$ cat config.mk
export PLATFORM = sky130hd
export DESIGN_NAME = rmbn_ctrl
export DESIGN_NICKNAME = d
export VERILOG_FILES = /design/src/hw/rtl/rmbn_pkg.sv /design/src/hw/rtl/rmbn_ctrl.sv
export SDC_FILE = /design/constraint.sdc
export NUM_CORES = 1
export LEC_CHECK = 0
export BUFFER_PORTS_ARGS = -buffer_cell sky130_fd_sc_hd__buf_2
export CORE_MARGIN = 5
export CORE_UTILIZATION = 50
export CTS_CLUSTER_DIAMETER = 60
export DETAILED_ROUTE_END_ITERATION = 8
export HOLD_SLACK_MARGIN = 0.05
export MAX_ROUTING_LAYER = met4
export PLACE_DENSITY = 0.84
export SLEW_MARGIN = 10
export SYNTH_ARGS = -nofsm -noshare
export SYNTH_HDL_FRONTEND = slang
export SYNTH_SLANG_ARGS = --single-unit
$ cat constraint.sdc
create_clock -name aclk -period 2.6 [get_ports aclk]
set_input_delay 0.13 -clock aclk [delete_from_list [all_inputs] [get_ports aclk]]
set_output_delay 0.13 -clock aclk [all_outputs]
set_load 0.02 [all_outputs]
$ cat src/hw/rtl/rmbn_pkg.sv
// ----------------------------------------------------------------------------
// rmbn_pkg
// shared types and codes for the rate matrix build and normalise unit
// ----------------------------------------------------------------------------
package rmbn_pkg;

    // index and count fields in the control structs, sized for the widest alphabet
    localparam int IDX_MAX_W = 6;
    localparam int CNT_MAX_W = 7;

    typedef enum logic [1:0] {
        CMD_LOAD_FREQ = 2'd0,
        CMD_LOAD_EXCH = 2'd1,
        CMD_BUILD     = 2'd2,
        CMD_READ      = 2'd3
    } cmd_t;

    localparam logic [1:0] STAT_OK        = 2'd0;
    localparam logic [1:0] STAT_BAD_INDEX = 2'd1;
    localparam logic [1:0] STAT_ZERO_SUM  = 2'd2;

    localparam logic REG_ALPHABET_SIZE = 1'b0;
    localparam logic REG_TARGET_RATE   = 1'b1;

    typedef enum logic [3:0] {
        DP_NOP,
        DP_CLEAR,
        DP_LD_FREQ,
        DP_LD_EXCH,
        DP_RD_RATE,
        DP_FETCH,
        DP_MUL_OD,
        DP_MUL_S,
        DP_ACC_S,
        DP_SUM_CLR,
        DP_ROW_CLR,
        DP_ACC_ROW,
        DP_MUL_X,
        DP_DIV_START,
        DP_WR_RATE
    } dp_op_t;

    typedef struct packed {
        dp_op_t               op;
        logic [IDX_MAX_W-1:0] i_idx;
        logic [IDX_MAX_W-1:0] j_idx;
        logic                 out_load;
        logic [1:0]           out_status;
        logic                 out_rate_sel;
    } dp_cmd_t;

    typedef struct packed {
        logic [CNT_MAX_W-1:0] n;
        logic                 sum_zero;
        logic                 div_done;
    } dp_sts_t;

    typedef enum logic [4:0] {
        ST_CLEAR,
        ST_IDLE,
        ST_READ,
        ST_S_INIT,
        ST_S_FETCH,
        ST_S_MUL1,
        ST_S_MUL2,
        ST_S_ACC,
        ST_S_CHECK,
        ST_R_INIT,
        ST_R_FETCH,
        ST_R_MUL,
        ST_R_ACC,
        ST_E_FETCH,
        ST_E_MUL1,
        ST_E_MULX,
        ST_E_DIV,
        ST_E_WAIT,
        ST_E_WRITE,
        ST_DONE
    } state_t;

endpackage

$ cat src/hw/rtl/rmbn_ctrl.sv
// ----------------------------------------------------------------------------
// rmbn_ctrl
// command sequencer: clearing sweep, load/read handling, build walk
// ----------------------------------------------------------------------------
module rmbn_ctrl import rmbn_pkg::*; #(
    parameter int MAX_ALPHABET = 32
) (
    input  logic       aclk,
    input  logic       aresetn,
    input  logic       s_valid,
    output logic       s_ready,
    input  logic [1:0] s_command,
    input  logic [4:0] s_row,
    input  logic [4:0] s_col,
    output logic       m_valid,
    input  logic       m_ready,
    output dp_cmd_t    cmd,
    input  dp_sts_t    sts
);

    localparam int IDX_W = (MAX_ALPHABET > 2) ? $clog2(MAX_ALPHABET) : 1;
    localparam logic [IDX_W-1:0] IDX_LAST = IDX_W'(MAX_ALPHABET - 1);

    state_t           state_reg, state_next;
    logic [IDX_W-1:0] i_reg, i_next;
    logic [IDX_W-1:0] j_reg, j_next;
    logic             m_valid_reg, m_valid_next;

    logic             accept;
    logic             j_last, i_last;
    logic             row_bad, col_bad;
    logic [CNT_MAX_W-1:0] row_w, col_w;

    assign row_w   = CNT_MAX_W'(s_row);
    assign col_w   = CNT_MAX_W'(s_col);
    assign row_bad = row_w >= sts.n;
    assign col_bad = col_w >= sts.n;
    assign j_last  = (CNT_MAX_W'(j_reg) + 1'b1) >= sts.n;
    assign i_last  = (CNT_MAX_W'(i_reg) + 1'b1) >= sts.n;
    assign s_ready = (state_reg == ST_IDLE) && (!m_valid_reg || m_ready);
    assign accept  = s_valid && s_ready;

    always_ff @(posedge aclk) begin
        if (!aresetn) begin
            state_reg   <= ST_CLEAR;
            i_reg       <= '0;
            j_reg       <= '0;
            m_valid_reg <= 1'b0;
        end else begin
            state_reg   <= state_next;
            i_reg       <= i_next;
            j_reg       <= j_next;
            m_valid_reg <= m_valid_next;
        end
    end

    always_comb begin
        state_next = state_reg;
        i_next     = i_reg;
        j_next     = j_reg;
        cmd        = '0;
        cmd.op     = DP_NOP;
        cmd.i_idx  = IDX_MAX_W'(i_reg);
        cmd.j_idx  = IDX_MAX_W'(j_reg);
        case (state_reg)
            ST_CLEAR: begin
                cmd.op = DP_CLEAR;
                if (j_reg == IDX_LAST) begin
                    j_next = '0;
                    if (i_reg == IDX_LAST) begin
                        i_next     = '0;
                        state_next = ST_IDLE;
                    end else begin
                        i_next = i_reg + 1'b1;
                    end
                end else begin
                    j_next = j_reg + 1'b1;
                end
            end
            ST_IDLE: begin
                if (accept) begin
                    case (s_command)
                        CMD_LOAD_FREQ: begin
                            cmd.out_load   = 1'b1;
                            cmd.out_status = row_bad ? STAT_BAD_INDEX : STAT_OK;
                            if (!row_bad) cmd.op = DP_LD_FREQ;
                        end
                        CMD_LOAD_EXCH: begin
                            cmd.out_load = 1'b1;
                            if (row_bad || (s_col >= s_row)) begin
                                cmd.out_status = STAT_BAD_INDEX;
                            end else begin
                                cmd.out_status = STAT_OK;
                                cmd.op         = DP_LD_EXCH;
                            end
                        end
                        CMD_READ: begin
                            if (row_bad || col_bad) begin
                                cmd.out_load   = 1'b1;
                                cmd.out_status = STAT_BAD_INDEX;
                            end else begin
                                cmd.op     = DP_RD_RATE;
                                state_next = ST_READ;
                            end
                        end
                        CMD_BUILD: state_next = ST_S_INIT;
                        default: ;
                    endcase
                end
            end
            ST_READ: begin
                cmd.out_load     = 1'b1;
                cmd.out_status   = STAT_OK;
                cmd.out_rate_sel = 1'b1;
                state_next       = ST_IDLE;
            end
            ST_S_INIT: begin
                cmd.op     = DP_SUM_CLR;
                i_next     = '0;
                j_next     = '0;
                state_next = (sts.n == '0) ? ST_S_CHECK : ST_S_FETCH;
            end
            ST_S_FETCH: begin
                cmd.op     = DP_FETCH;
                state_next = ST_S_MUL1;
            end
            ST_S_MUL1: begin
                cmd.op     = DP_MUL_OD;
                state_next = ST_S_MUL2;
            end
            ST_S_MUL2: begin
                cmd.op     = DP_MUL_S;
                state_next = ST_S_ACC;
            end
            ST_S_ACC: begin
                cmd.op = DP_ACC_S;
                if (j_last) begin
                    j_next = '0;
                    if (i_last) begin
                        i_next     = '0;
                        state_next = ST_S_CHECK;
                    end else begin
                        i_next     = i_reg + 1'b1;
                        state_next = ST_S_FETCH;
                    end
                end else begin
                    j_next     = j_reg + 1'b1;
                    state_next = ST_S_FETCH;
                end
            end
            ST_S_CHECK: begin
                if (sts.sum_zero) begin
                    cmd.out_load   = 1'b1;
                    cmd.out_status = STAT_ZERO_SUM;
                    state_next     = ST_IDLE;
                end else begin
                    state_next = ST_R_INIT;
                end
            end
            ST_R_INIT: begin
                cmd.op     = DP_ROW_CLR;
                state_next = ST_R_FETCH;
            end
            ST_R_FETCH: begin
                cmd.op     = DP_FETCH;
                state_next = ST_R_MUL;
            end
            ST_R_MUL: begin
                cmd.op     = DP_MUL_OD;
                state_next = ST_R_ACC;
            end
            ST_R_ACC: begin
                cmd.op = DP_ACC_ROW;
                if (j_last) begin
                    j_next     = '0;
                    state_next = ST_E_FETCH;
                end else begin
                    j_next     = j_reg + 1'b1;
                    state_next = ST_R_FETCH;
                end
            end
            ST_E_FETCH: begin
                cmd.op     = DP_FETCH;
                state_next = ST_E_MUL1;
            end
            ST_E_MUL1: begin
                cmd.op     = DP_MUL_OD;
                state_next = ST_E_MULX;
            end
            ST_E_MULX: begin
                cmd.op     = DP_MUL_X;
                state_next = ST_E_DIV;
            end
            ST_E_DIV: begin
                cmd.op     = DP_DIV_START;
                state_next = ST_E_WAIT;
            end
            ST_E_WAIT: begin
                if (sts.div_done) state_next = ST_E_WRITE;
            end
            ST_E_WRITE: begin
                cmd.op = DP_WR_RATE;
                if (j_last) begin
                    j_next = '0;
                    if (i_last) begin
                        i_next     = '0;
                        state_next = ST_DONE;
                    end else begin
                        i_next     = i_reg + 1'b1;
                        state_next = ST_R_INIT;
                    end
                end else begin
                    j_next     = j_reg + 1'b1;
                    state_next = ST_E_FETCH;
                end
            end
            ST_DONE: begin
                cmd.out_load   = 1'b1;
                cmd.out_status = STAT_OK;
                state_next     = ST_IDLE;
            end
            default: state_next = ST_IDLE;
        endcase
        if (cmd.out_load) begin
            m_valid_next = 1'b1;
        end else if (m_ready) begin
            m_valid_next = 1'b0;
        end else begin
            m_valid_next = m_valid_reg;
        end
    end

    assign m_valid = m_valid_reg;

    a_out_slot_free: assert property (@(posedge aclk) disable iff (!aresetn)
        cmd.out_load |-> (!m_valid_reg || m_ready))
        else $error("result register overwritten before it was taken");

    a_div_done_in_wait: assert property (@(posedge aclk) disable iff (!aresetn)
        sts.div_done |-> (state_reg == ST_E_WAIT))
        else $error("divider finished outside the wait state");

    a_build_no_early_beat: assert property (@(posedge aclk) disable iff (!aresetn)
        (accept && (s_command == CMD_BUILD)) |=> !m_valid_reg)
        else $error("result beat appeared straight after a build was taken");

endmodule

==> summary.txt, run 1 <==
Yosys
  • #FFs+latches synth: 16
  • Leading area contributor after synthesis: ha_1
  • Ys async rst share: 0%
  • Ys flop type: dfxtp_1
  • Synth Area in Compound Gates: 27.4%
  • Synthesized area per cell: 7.54 um^2
  • Post-Synth XOR/XNOR Area: 1.97%
  • Synth cell types: 66
  • YS warnings: 0
  • Post-synth EDFFs: 0
  • Post-Synth Adder-Cell Area: 17.4%
  • Seq/Total Area, Yosys: 14.4%
  • Post-synthesis instance total: 295
  • Top-area cell type share of the netlist area: 17.4%
  • Largest family of logic cells by synthesized area: simple AND/OR/NAND/NOR gates
  • Simple-gate portion of the synthesized area: 28.8%
  • Synthesized area: 2220 um^2
  • Synth area leaders: ha_1, dfxtp_1, a21oi_1, nand2_1, o21ai_0
  • Multiplexer area fraction after synthesis: 1.91%

STA
  • Final period utilization: 96.3%
  • RSZ-0062 raised after global routing: true
  • Worst slew pin tran: 776 ps
  • Tmin final: 2500 ps
  • Fin Clk Skew: 5.71 ps
  • Final setup vio count: 0
  • Final Hold Viols: 0
  • Slew margin rel.: 48.2%
  • Highest clock rate: 0.399 GHz
  • Slew Viols, Final: 0

Die
  • Starting density of the core: 51.4%
  • Die X: 76.7 um
  • Core ar.: 4320 um^2
  • Die ar.: 5880 um^2
  • Rows: 24
  • Die Ht: 76.7 um
  • I/O pins: 47

Critical path
  • Crit path kind: reg2reg
  • Most used cell, CP: ha_1
  • Slowest CP cell: mux2_2
  • Worst EP required: 2770 ps
  • Worst-path cell chain: ha_1, and3_1, ha_1, ha_1, a21o_1, a21oi_1, o22a_2, nor2_1, mux2_2, o21a_1
  • Buf/Inv on CP: 0
  • CP Max Fanout: 7
  • Crit-path max cell delay: 350 ps
  • Crit path max-delay family: adder cells
  • Startpoint type of the worst setup path: flip-flop
  • Worst Path Arrival: 2670 ps
  • Crit. End Element: flip-flop

Drt
  • Routed Wire Length: 5.73 mm
  • Total number of vias: 2316
  • DR pass1 iterations: 4
  • Routed length on met1: 2.61 mm
  • WL per Instance: 14.5 um
  • Final ANT Viol Nets: 0
  • Vias per cell: 5.86
  • Residual DRC: 0
  • Drt initial violations: 133
  • Routed wl met3: 317 um
  • Top Metal Used: met4
  • DR WL met2: 2.73 mm

Cells and area
  • Finished Core Util: 59.6%
  • FILL cells: 381
  • Area Growth Syn to Fin: 15.8%
  • Layout cells sized above 1: 23.3%
  • Ant diodes: 0
  • NumNets Final: 400

Clocking
  • CTS clk-pin slew, worst paths: 80 ps
  • Root Buffer: clkbuf_8
  • Clock Sinks: 16
  • Clock tree from TritonCTS: yes
  • H-tree Lvls: 1
  • Worst skew pair latency: 270 ps
  • CTS Hold Bufs: 0
  • Clock buffer count from CTS: 3
  • CTS max path bufs: 2

Min path
  • Hold crit path type: in2reg

Place
  • Routability Congestion: 0.913
  • DP HPWL: 4.56 mm
  • Number of port buffers: 44

GRT
  • Pin count of the biggest net entering global routing: 20
  • Initial antenna violation count: 0
  • GRT Overall Usage: 19.6%
  • Total grt overflow: 0
  • Number of global-route vias before repair: 2075
  • Global-route wire length before repair: 9.60 mm

Power
  • Pleak: 0.00122 uW
  • Max VDD drop: 142 uV
  • Total power draw: 699 uW
  • PwrDens: 271 nW/um^2

Flow run
  • Max Cap Violations: 0

Status
  • Status: completed
layout by cell type (no fill, tap or decap), types with 5 or more instances in the layout:
| cell | count |
|---|---|
| buf_2 | 44 |
| ha_1 | 31 |
| nand2_1 | 28 |
| a21oi_1 | 27 |
| nor2_1 | 19 |
| inv_1 | 18 |
| o21ai_0 | 18 |
| dfxtp_1 | 15 |
| buf_4 | 14 |
| nor2b_1 | 11 |
| nand3_1 | 11 |
| nand2b_1 | 9 |
| nor3_1 | 5 |
| a21o_1 | 5 |
| a31oi_1 | 5 |
routing by layer:
metal  vias to the layer above  track usage, %
met4                         0            4.55
li1                       1182               -
met3                         7            3.16
met5                         -               -
met2                        66            31.9
met1                      1061            25.4
path summary, 6_finish.rpt:
kind	from	end	slack, ps	cells after the start
setup / recovery	j_reg[0]$_SDFFE_PN0P_	state_reg[3]$_SDFFE_PN0P_	100	10
hold / removal	aresetn	m_valid$_SDFFE_PN0P_	150	2
setup reg to reg	j_reg[0]$_SDFFE_PN0P_	state_reg[3]$_SDFFE_PN0P_	100	10
hold reg to reg	j_reg[4]$_SDFFE_PN0P_	j_reg[4]$_SDFFE_PN0P_	510	2
final cells by class:
cell class / instances / area (um^2) / share of cell area (%)
well taps: 52 / 65.1 / 2.53
flip-flops and latches: 16 / 322 / 12.5
inverters: 19 / 71.3 / 2.77
repair buffers: 58 / 325 / 12.6
multi-input cells: 246 / 1740 / 67.5
clock buffers: 4 / 55.1 / 2.14
synth_stat cells (all sizes together), types with 2 or more instances:
master / n
ha: 31
nand2: 29
a21oi: 27
nor2: 21
o21ai: 21
inv: 18
dfxtp: 16
buf: 15
nor2b: 12
nand3: 11
nand2b: 9
nor3: 7
a21o: 5
a31oi: 5
and3: 4
nor3b: 4
nand3b: 3
nand4b: 3
o21a: 3
o22ai: 3
xnor2: 3
a211o: 2
a311oi: 2
a31o: 2
a32oi: 2
and4b: 2
mux2: 2
mux2i: 2
nand4: 2
nor4: 2
o221ai: 2
o311a: 2
xor2: 2
repair_timing:
item / 4_1_cts / 5_1_grt
setup endpoints to repair: 0 / 5
gates resized for setup: 0 / 1
setup buffers: 0 / 1
power breakdown:
part | total, uW | internal (uW) | switching [uW]
registers | 266 | 254 | 11.7
clock network | 246 | 135 | 110
logic | 188 | 81.0 | 107
per-stage QoR:
step	setup TNS, ps	setup slack, ps	instances	instance area [um^2]	hold WS (ps)
floorplan	0	28.3	296	2230	258
global placement	0	125	390	2510	431
detailed placement	0	84.4	390	2510	431
CTS	0	83.3	394	2560	148
global route	-9.03	-7.34	395	2580	158
finish	0	96.4	395	2580	152
worst register-to-register path, delay by kind of cell, from the launching register on:
family | cells | cell delay, ps
DFF | 1 | 320
muxes | 1 | 350
AOI/OAI and AO/OA | 4 | 580
and+or+nand+nor | 2 | 390
adders and majority gates | 3 | 780
kinds of logic (layout without fill, tap and decap cells):
family          Yosys count  after routing
xor+xnor                  5              5
mux                       4              4
flops                    16             16
other cells               1              2
simple gates            114            114
fa+ha+maj                31             31
buf+inv                  34             81
compound gates           90             90
No activity file was read; power rests on OpenSTA's default activity.
==> inputs of run 2 (changes only) <==
CORE_ASPECT_RATIO = 2   (was default)
==> run 2 against run 1 <==
Non-clock buffer count grew 3. Cell count grew 1.3%. Largest cell class unchanged. Cell area grew 2.7%. Core utilization grew 1.4 points. Critical endpoint is now j_reg[4]$_SDFFE_PN0P_. Maximum frequency shrank 0.80%. Critical path depth grew 2. Highest routed layer unchanged. Sequential cell count is the same. First-iteration DRC count shrank 1.5%. Sequential share of layout area shrank 0.28 points. Clock-buffer cell count is the same. Via count grew 6.6%.
==> summary.txt, run 2 (same netlist as run 1, synthesis figures left out) <==
Drt
  • Routed Wire Length: 6.53 mm (+14%)
  • Total number of vias: 2469 (+6.6%)
  • WL per Instance: 16.3 um (+13%)
  • Vias per cell: 6.17 (+5.3%)
  • Drt initial violations: 131 (-1.5%)
  • Final ANT Viol Nets: 0 (unchanged)
  • Residual DRC: 0 (unchanged)
  • DR pass1 iterations: 5 (+1)

STA
  • RSZ-0062 raised after global routing: false
  • Tmin final: 2520 ps (+20.1 ps)
  • Final setup vio count: 0 (unchanged)
  • Slew margin rel.: 59.7% (+12 points)
  • Slew Viols, Final: 0 (unchanged)
  • Worst slew pin tran: 603 ps (-173 ps)
  • Fin Clk Skew: 0.851 ps (-4.86 ps)
  • Final Hold Viols: 0 (unchanged)
  • Final period utilization: 97.1% (+0.77 points)
  • Hold slack: 157 ps (+5.39 ps)
  • Highest clock rate: 0.396 GHz (-0.80%)

Critical path
  • Crit. End Element: flip-flop
  • Buf/Inv on CP: 2 (+2)
  • Worst-path cell chain: ha_1, and3_4, ha_4, ha_4, a21o_1, a21oi_1, o22a_2, buf_4, buf_4, nand2_1, a211o_1, a21oi_1
  • CP Max Fanout: 7 (unchanged)
  • Slowest CP cell: dfxtp_2
  • Crit-path max cell delay: 320 ps (-30 ps)
  • Worst EP required: 2780 ps (about the same)
  • Reg2reg path depth: 12 (+2)
  • Worst Path Arrival: 2710 ps (+40 ps)
  • Crit path max-delay family: compound AO/OA/AOI/OAI gates
  • Crit path kind: reg2reg
  • WP depth: 12 (+2)
  • Startpoint type of the worst setup path: flip-flop

Cells and area
  • Sequential cell area: 323 um^2 (+0.39%)
  • Commonest non-fill, non-tap cells in the layout: buf_2, nand2_1, ha_1
  • Ant diodes: 0 (unchanged)
  • NumNets Final: 403 (+0.75%)
  • Layout cells sized above 1: 25.7% (+2.4 points)
  • FILL cells: 402 (+5.5%)
  • Area Growth Syn to Fin: 18.9%
  • Commonest non-fill, non-tap cell in the layout: buf_2
  • Footprint of the multi-input gates: 1780 um^2 (+2.4%)
  • Design area: 2650 um^2 (+2.7%)

Min path
  • Hold depth: 2 (unchanged)
  • Hold crit path type: in2reg

Clocking
  • CTS max path bufs: 2 (unchanged)
  • Clock buffer count from CTS: 3 (unchanged)
  • Worst skew pair latency: 250 ps (-20 ps)
  • H-tree Lvls: 1 (unchanged)
  • CTS clk-pin slew, worst paths: 70 ps (about the same)
  • Root Buffer: clkbuf_8
  • Clock tree from TritonCTS: yes
  • Clock Sinks: 16 (unchanged)

GRT
  • Global-route wire length before repair: 10.9 mm (+14%)
  • Total grt overflow: 0 (unchanged)
  • Number of global-route vias before repair: 2459 (+19%)
  • Initial antenna violation count: 0 (unchanged)
  • GRT Overall Usage: 22.7% (+3.1 points)
  • Pin count of the biggest net entering global routing: 17 (-15%)

Die
  • Rows: 34 (+42%)
  • Core ar.: 4340 um^2 (+0.35%)
  • Die Ht: 104 um (+36%)
  • Starting density of the core: 51.3% (-0.18 points)
  • Die ar.: 5960 um^2 (+1.4%)
  • I/O pins: 47 (unchanged)
  • Die X: 57.2 um (-25%)

Place
  • Routability Congestion: 0.926 (+1.4%)
  • DP HPWL: 5.22 mm (+14%)
  • Number of port buffers: 44 (unchanged)
  • Post-Place Cell Area: 2510 um^2 (+0.10%)

Power
  • Max VDD drop: 275 uV (+93%)
  • PwrDens: 260 nW/um^2 (-4.2%)
  • Pleak: 0.00122 uW (+0.20%)

Status
  • Status: completed

Flow run
  • Max Cap Violations: 0 (unchanged)
==> run 2: where the power goes <==
| part | leakage [uW] | total [uW] | switching, uW | internal [uW] |
|---|---|---|---|---|
| logic | 0.00106 | 191 | 109 | 81.9 |
| registers | 0.000131 | 267 | 11.9 | 255 |
| clock network | 0.0000288 | 230 | 95.3 | 135 |
| total | 0.00122 | 688 | 216 | 471 |
==> run 2: timing repair <==
action                                  4_1_cts  5_1_grt
hold endpoints to repair                      0        0
hold buffers                                  0        0
buffers inserted                              2        2
pin swaps                                     2        4
cloned                                        0        0
endpoints found under the setup margin        4        2
resized for setup                             2        6
==> run 2: through the flow <==
step	setup slack, ps	TNS (ps)	power (uW)	cells	util (%)
after CTS	55.1	0	688	398	60.0
after floorplan	28.3	0	386	296	-
after global placement	121	0	447	392	57.8
after detailed placement	-27.9	-55.2	457	392	57.8
final	76.3	0	688	400	61.0
after global routing	6.97	0	734	400	61.0
==> run 2: final cells by class <==
| type | instances | share of cell area (%) |
|---|---|---|
| multi-input combinational | 246 | 67.3 |
| timing repair buffer | 61 | 13.2 |
| sequential | 16 | 12.2 |
| inverter | 19 | 2.70 |
| tap | 54 | 2.55 |
| clock buffer | 4 | 2.08 |
==> run 2: routing by layer <==
metal	track usage [%]	vias to the layer above	wire length, um
met5	-	-	0
met1	21.7	1135	2220
met4	14.1	0	367
met2	41.8	113	3620
met3	1.99	33	317
li1	-	1188	-
==> run 2: path summary, 6_finish.rpt <==
check,from,endpoint,slack (ps)
max,j_reg[0]$_SDFFE_PN0P_,j_reg[4]$_SDFFE_PN0P_,80
min,aresetn,m_valid$_SDFFE_PN0P_,160
max reg2reg,j_reg[0]$_SDFFE_PN0P_,j_reg[4]$_SDFFE_PN0P_,80
min reg2reg,j_reg[2]$_SDFFE_PN0P_,j_reg[2]$_SDFFE_PN0P_,520
==> inputs of run 3 (changes only) <==
RECOVER_POWER = 50   (was default)
==> run 3 against run 2 <==
Cell area down 0.85%. Core utilization shrank 0.52 points. Critical endpoint unchanged. Wire length is 0.25% lower. Combinational power about the same. Sequential share of layout area grew 0.10 points. Register-to-register slack about the same. Global-route usage unchanged. Clock skew hardly changed. Clock power hardly changed. Clock-buffer cell count unchanged.
==> summary.txt, run 3 (same netlist as run 1, synthesis figures left out) <==
Status
  • Status: completed

Cells and area
  • Ant diodes: 0 (unchanged)
  • Footprint of the multi-input gates: 1780 um^2 (unchanged)
  • Commonest non-fill, non-tap cell in the layout: buf_2
  • Commonest non-fill, non-tap cells in the layout: buf_2, nand2_1, ha_1
  • Layout cells sized above 1: 21.7% (-4.0 points)
  • Area Growth Syn to Fin: 17.9%
  • Finished Core Util: 60.4% (-0.52 points)
  • FILL cells: 405 (+0.75%)
  • NumNets Final: 403 (unchanged)
  • Sequential cell area: 323 um^2 (unchanged)

Place
  • DP HPWL: 5.22 mm (unchanged)
  • Number of port buffers: 44 (unchanged)
  • Routability Congestion: 0.926 (unchanged)
  • Dpl ws: -27.9 ps (unchanged)

GRT
  • Total grt overflow: 0 (unchanged)
  • GRT Overall Usage: 22.7% (unchanged)
  • Pin count of the biggest net entering global routing: 17 (unchanged)
  • Global-route wire length before repair: 10.9 mm (unchanged)
  • Initial antenna violation count: 0 (unchanged)
  • Number of global-route vias before repair: 2459 (unchanged)

Min path
  • Hold crit path type: in2reg
  • Hold Crit Start: aresetn
  • Hold depth: 2 (unchanged)
  • Hold path endpoint: m_valid$_SDFFE_PN0P_

STA
  • Highest clock rate: 0.396 GHz (-0.18%)
  • Final Hold Viols: 0 (unchanged)
  • Final period utilization: 97.2% (+0.17 points)
  • RSZ-0062 raised after global routing: false
  • PnR worst setup slack: 71.9 ps (-4.44 ps)
  • Tmin final: 2530 ps (+4.44 ps)
  • Worst slew pin tran: 623 ps (+19.9 ps)
  • Fin Clk Skew: 1.19 ps (+0.339 ps)
  • Final setup vio count: 0 (unchanged)
  • Slew margin rel.: 58.4% (-1.3 points)
  • Slew Viols, Final: 0 (unchanged)

Drt
  • Final ANT Viol Nets: 0 (unchanged)
  • Total number of vias: 2440 (-1.2%)
  • Residual DRC: 0 (unchanged)
  • Routed Wire Length: 6.51 mm (-0.25%)
  • Drt initial violations: 113 (-14%)
  • WL per Instance: 16.3 um (-0.25%)
  • Vias per cell: 6.10 (-1.2%)
  • DR pass1 iterations: 4 (-1)

Die
  • Die X: 57.2 um (unchanged)
  • Core ar.: 4340 um^2 (unchanged)
  • Rows: 34 (unchanged)
  • Starting density of the core: 51.3% (unchanged)
  • Die Ht: 104 um (unchanged)
  • I/O pins: 47 (unchanged)
  • Die ar.: 5960 um^2 (unchanged)

Critical path
  • Worst Path Arrival: 2710 ps (about the same)
  • Startpoint type of the worst setup path: flip-flop
  • Crit. End Element: flip-flop
  • Slowest CP cell: dfxtp_2
  • R2R Path End: j_reg[4]$_SDFFE_PN0P_
  • Crit-path max cell delay: 320 ps (about the same)
  • Crit path kind: reg2reg
  • CP Max Fanout: 7 (unchanged)
  • Worst EP required: 2780 ps (about the same)
  • Reg2reg path depth: 12 (unchanged)
  • Reg2Reg Setup Slack: 70 ps (about the same)
  • Worst-path cell chain: ha_1, and3_4, ha_4, ha_4, a21o_1, a21oi_1, o22a_2, buf_4, buf_4, nand2_1, a211o_1, a21oi_1
  • Reg2reg start: j_reg[0]$_SDFFE_PN0P_

Clocking
  • Root Buffer: clkbuf_8
  • CTS Hold Bufs: 0 (unchanged)
  • Clock Sinks: 16 (unchanged)
  • Clock tree from TritonCTS: yes
  • CTS clk-pin slew, worst paths: 70 ps (about the same)
  • Clock buffer count from CTS: 3 (unchanged)
  • CTS max path bufs: 2 (unchanged)
  • Worst skew pair latency: 250 ps (about the same)
  • H-tree Lvls: 1 (unchanged)

Power
  • PwrDens: 261 nW/um^2 (+0.39%)
  • Max VDD drop: 275 uV (-0.16%)
  • Pleak: 0.00116 uW (-4.8%)

Flow run
  • Max Cap Violations: 0 (unchanged)
[run 3: cell count changes in the layout (fill, tap and decap cells not counted), sizes merged]
cell / before / now
buf: 61 / 47
clkbuf: 4 / 18
[run 3: through the flow]
stage | total power (uW) | cell area (um^2) | cells | hold slack [ps] | setup TNS (ps)
2_1_floorplan | 386 | 2230 | 296 | 258 | 0
3_3_place_gp | 447 | 2510 | 392 | 426 | 0
3_5_place_dp | 457 | 2510 | 392 | 420 | -55.2
4_1_cts | 688 | 2610 | 398 | 149 | 0
5_1_grt | 733 | 2620 | 400 | 172 | 0
6_report | 685 | 2620 | 400 | 158 | 0
[run 3: per-layer routing]
metal	GRT usage (%)	wire, um
met1	21.7	2250
met2	41.8	3590
met3	1.99	264
met4	14.1	401
met5	-	0
[run 3: critical path, delay by kind of cell (launching register included)]
kind                       cells  cell delay, ps
AOI/OAI and AO/OA              5             990
adders and majority gates      3             670
DFF                            1             320
and+or+nand+nor                2             240
buffers and inverters          2             230
[run 3: worst max-delay path by stage]
| stage | start | to | slack [ps] | depth (start not counted) |
|---|---|---|---|---|
| CTS | i_reg[1]$_SDFFE_PN0P_ | state_reg[3]$_SDFFE_PN0P_ | 60 | 10 |
| detailed placement | j_reg[0]$_SDFFE_PN0P_ | state_reg[3]$_SDFFE_PN0P_ | -30 | 10 |
| floorplan | j_reg[1]$_SDFFE_PN0P_ | state_reg[3]$_SDFFE_PN0P_ | 30 | 10 |
| global placement | j_reg[0]$_SDFFE_PN0P_ | state_reg[3]$_SDFFE_PN0P_ | 120 | 10 |
| global route | j_reg[0]$_SDFFE_PN0P_ | state_reg[1]$_SDFFE_PN0P_ | 7 | 10 |
| finish | j_reg[0]$_SDFFE_PN0P_ | j_reg[4]$_SDFFE_PN0P_ | 70 | 12 |
[run 3: final cells by class]
type	count	share of cell area, %
multi-input cells	246	67.9
clock buffers	4	2.10
inverters	19	2.72
flip-flops and latches	16	12.3
well taps	54	2.58
repair buffers	61	12.4
[run 3: what timing repair did]
action / CTS / global route
endpoints found under the hold margin: 0 / 0
endpoints found under the setup margin: 4 / 2
resized for setup: 2 / 6
pin swaps: 2 / 4
buffers inserted: 2 / 2
[run 3: report_power, final]
group / switching [uW] / internal [uW] / total, uW / leakage [uW]
clock network: 94.1 / 135 / 229 / 0.0000288
registers: 12.2 / 255 / 267 / 0.000131
logic: 109 / 79.7 / 189 / 0.00100
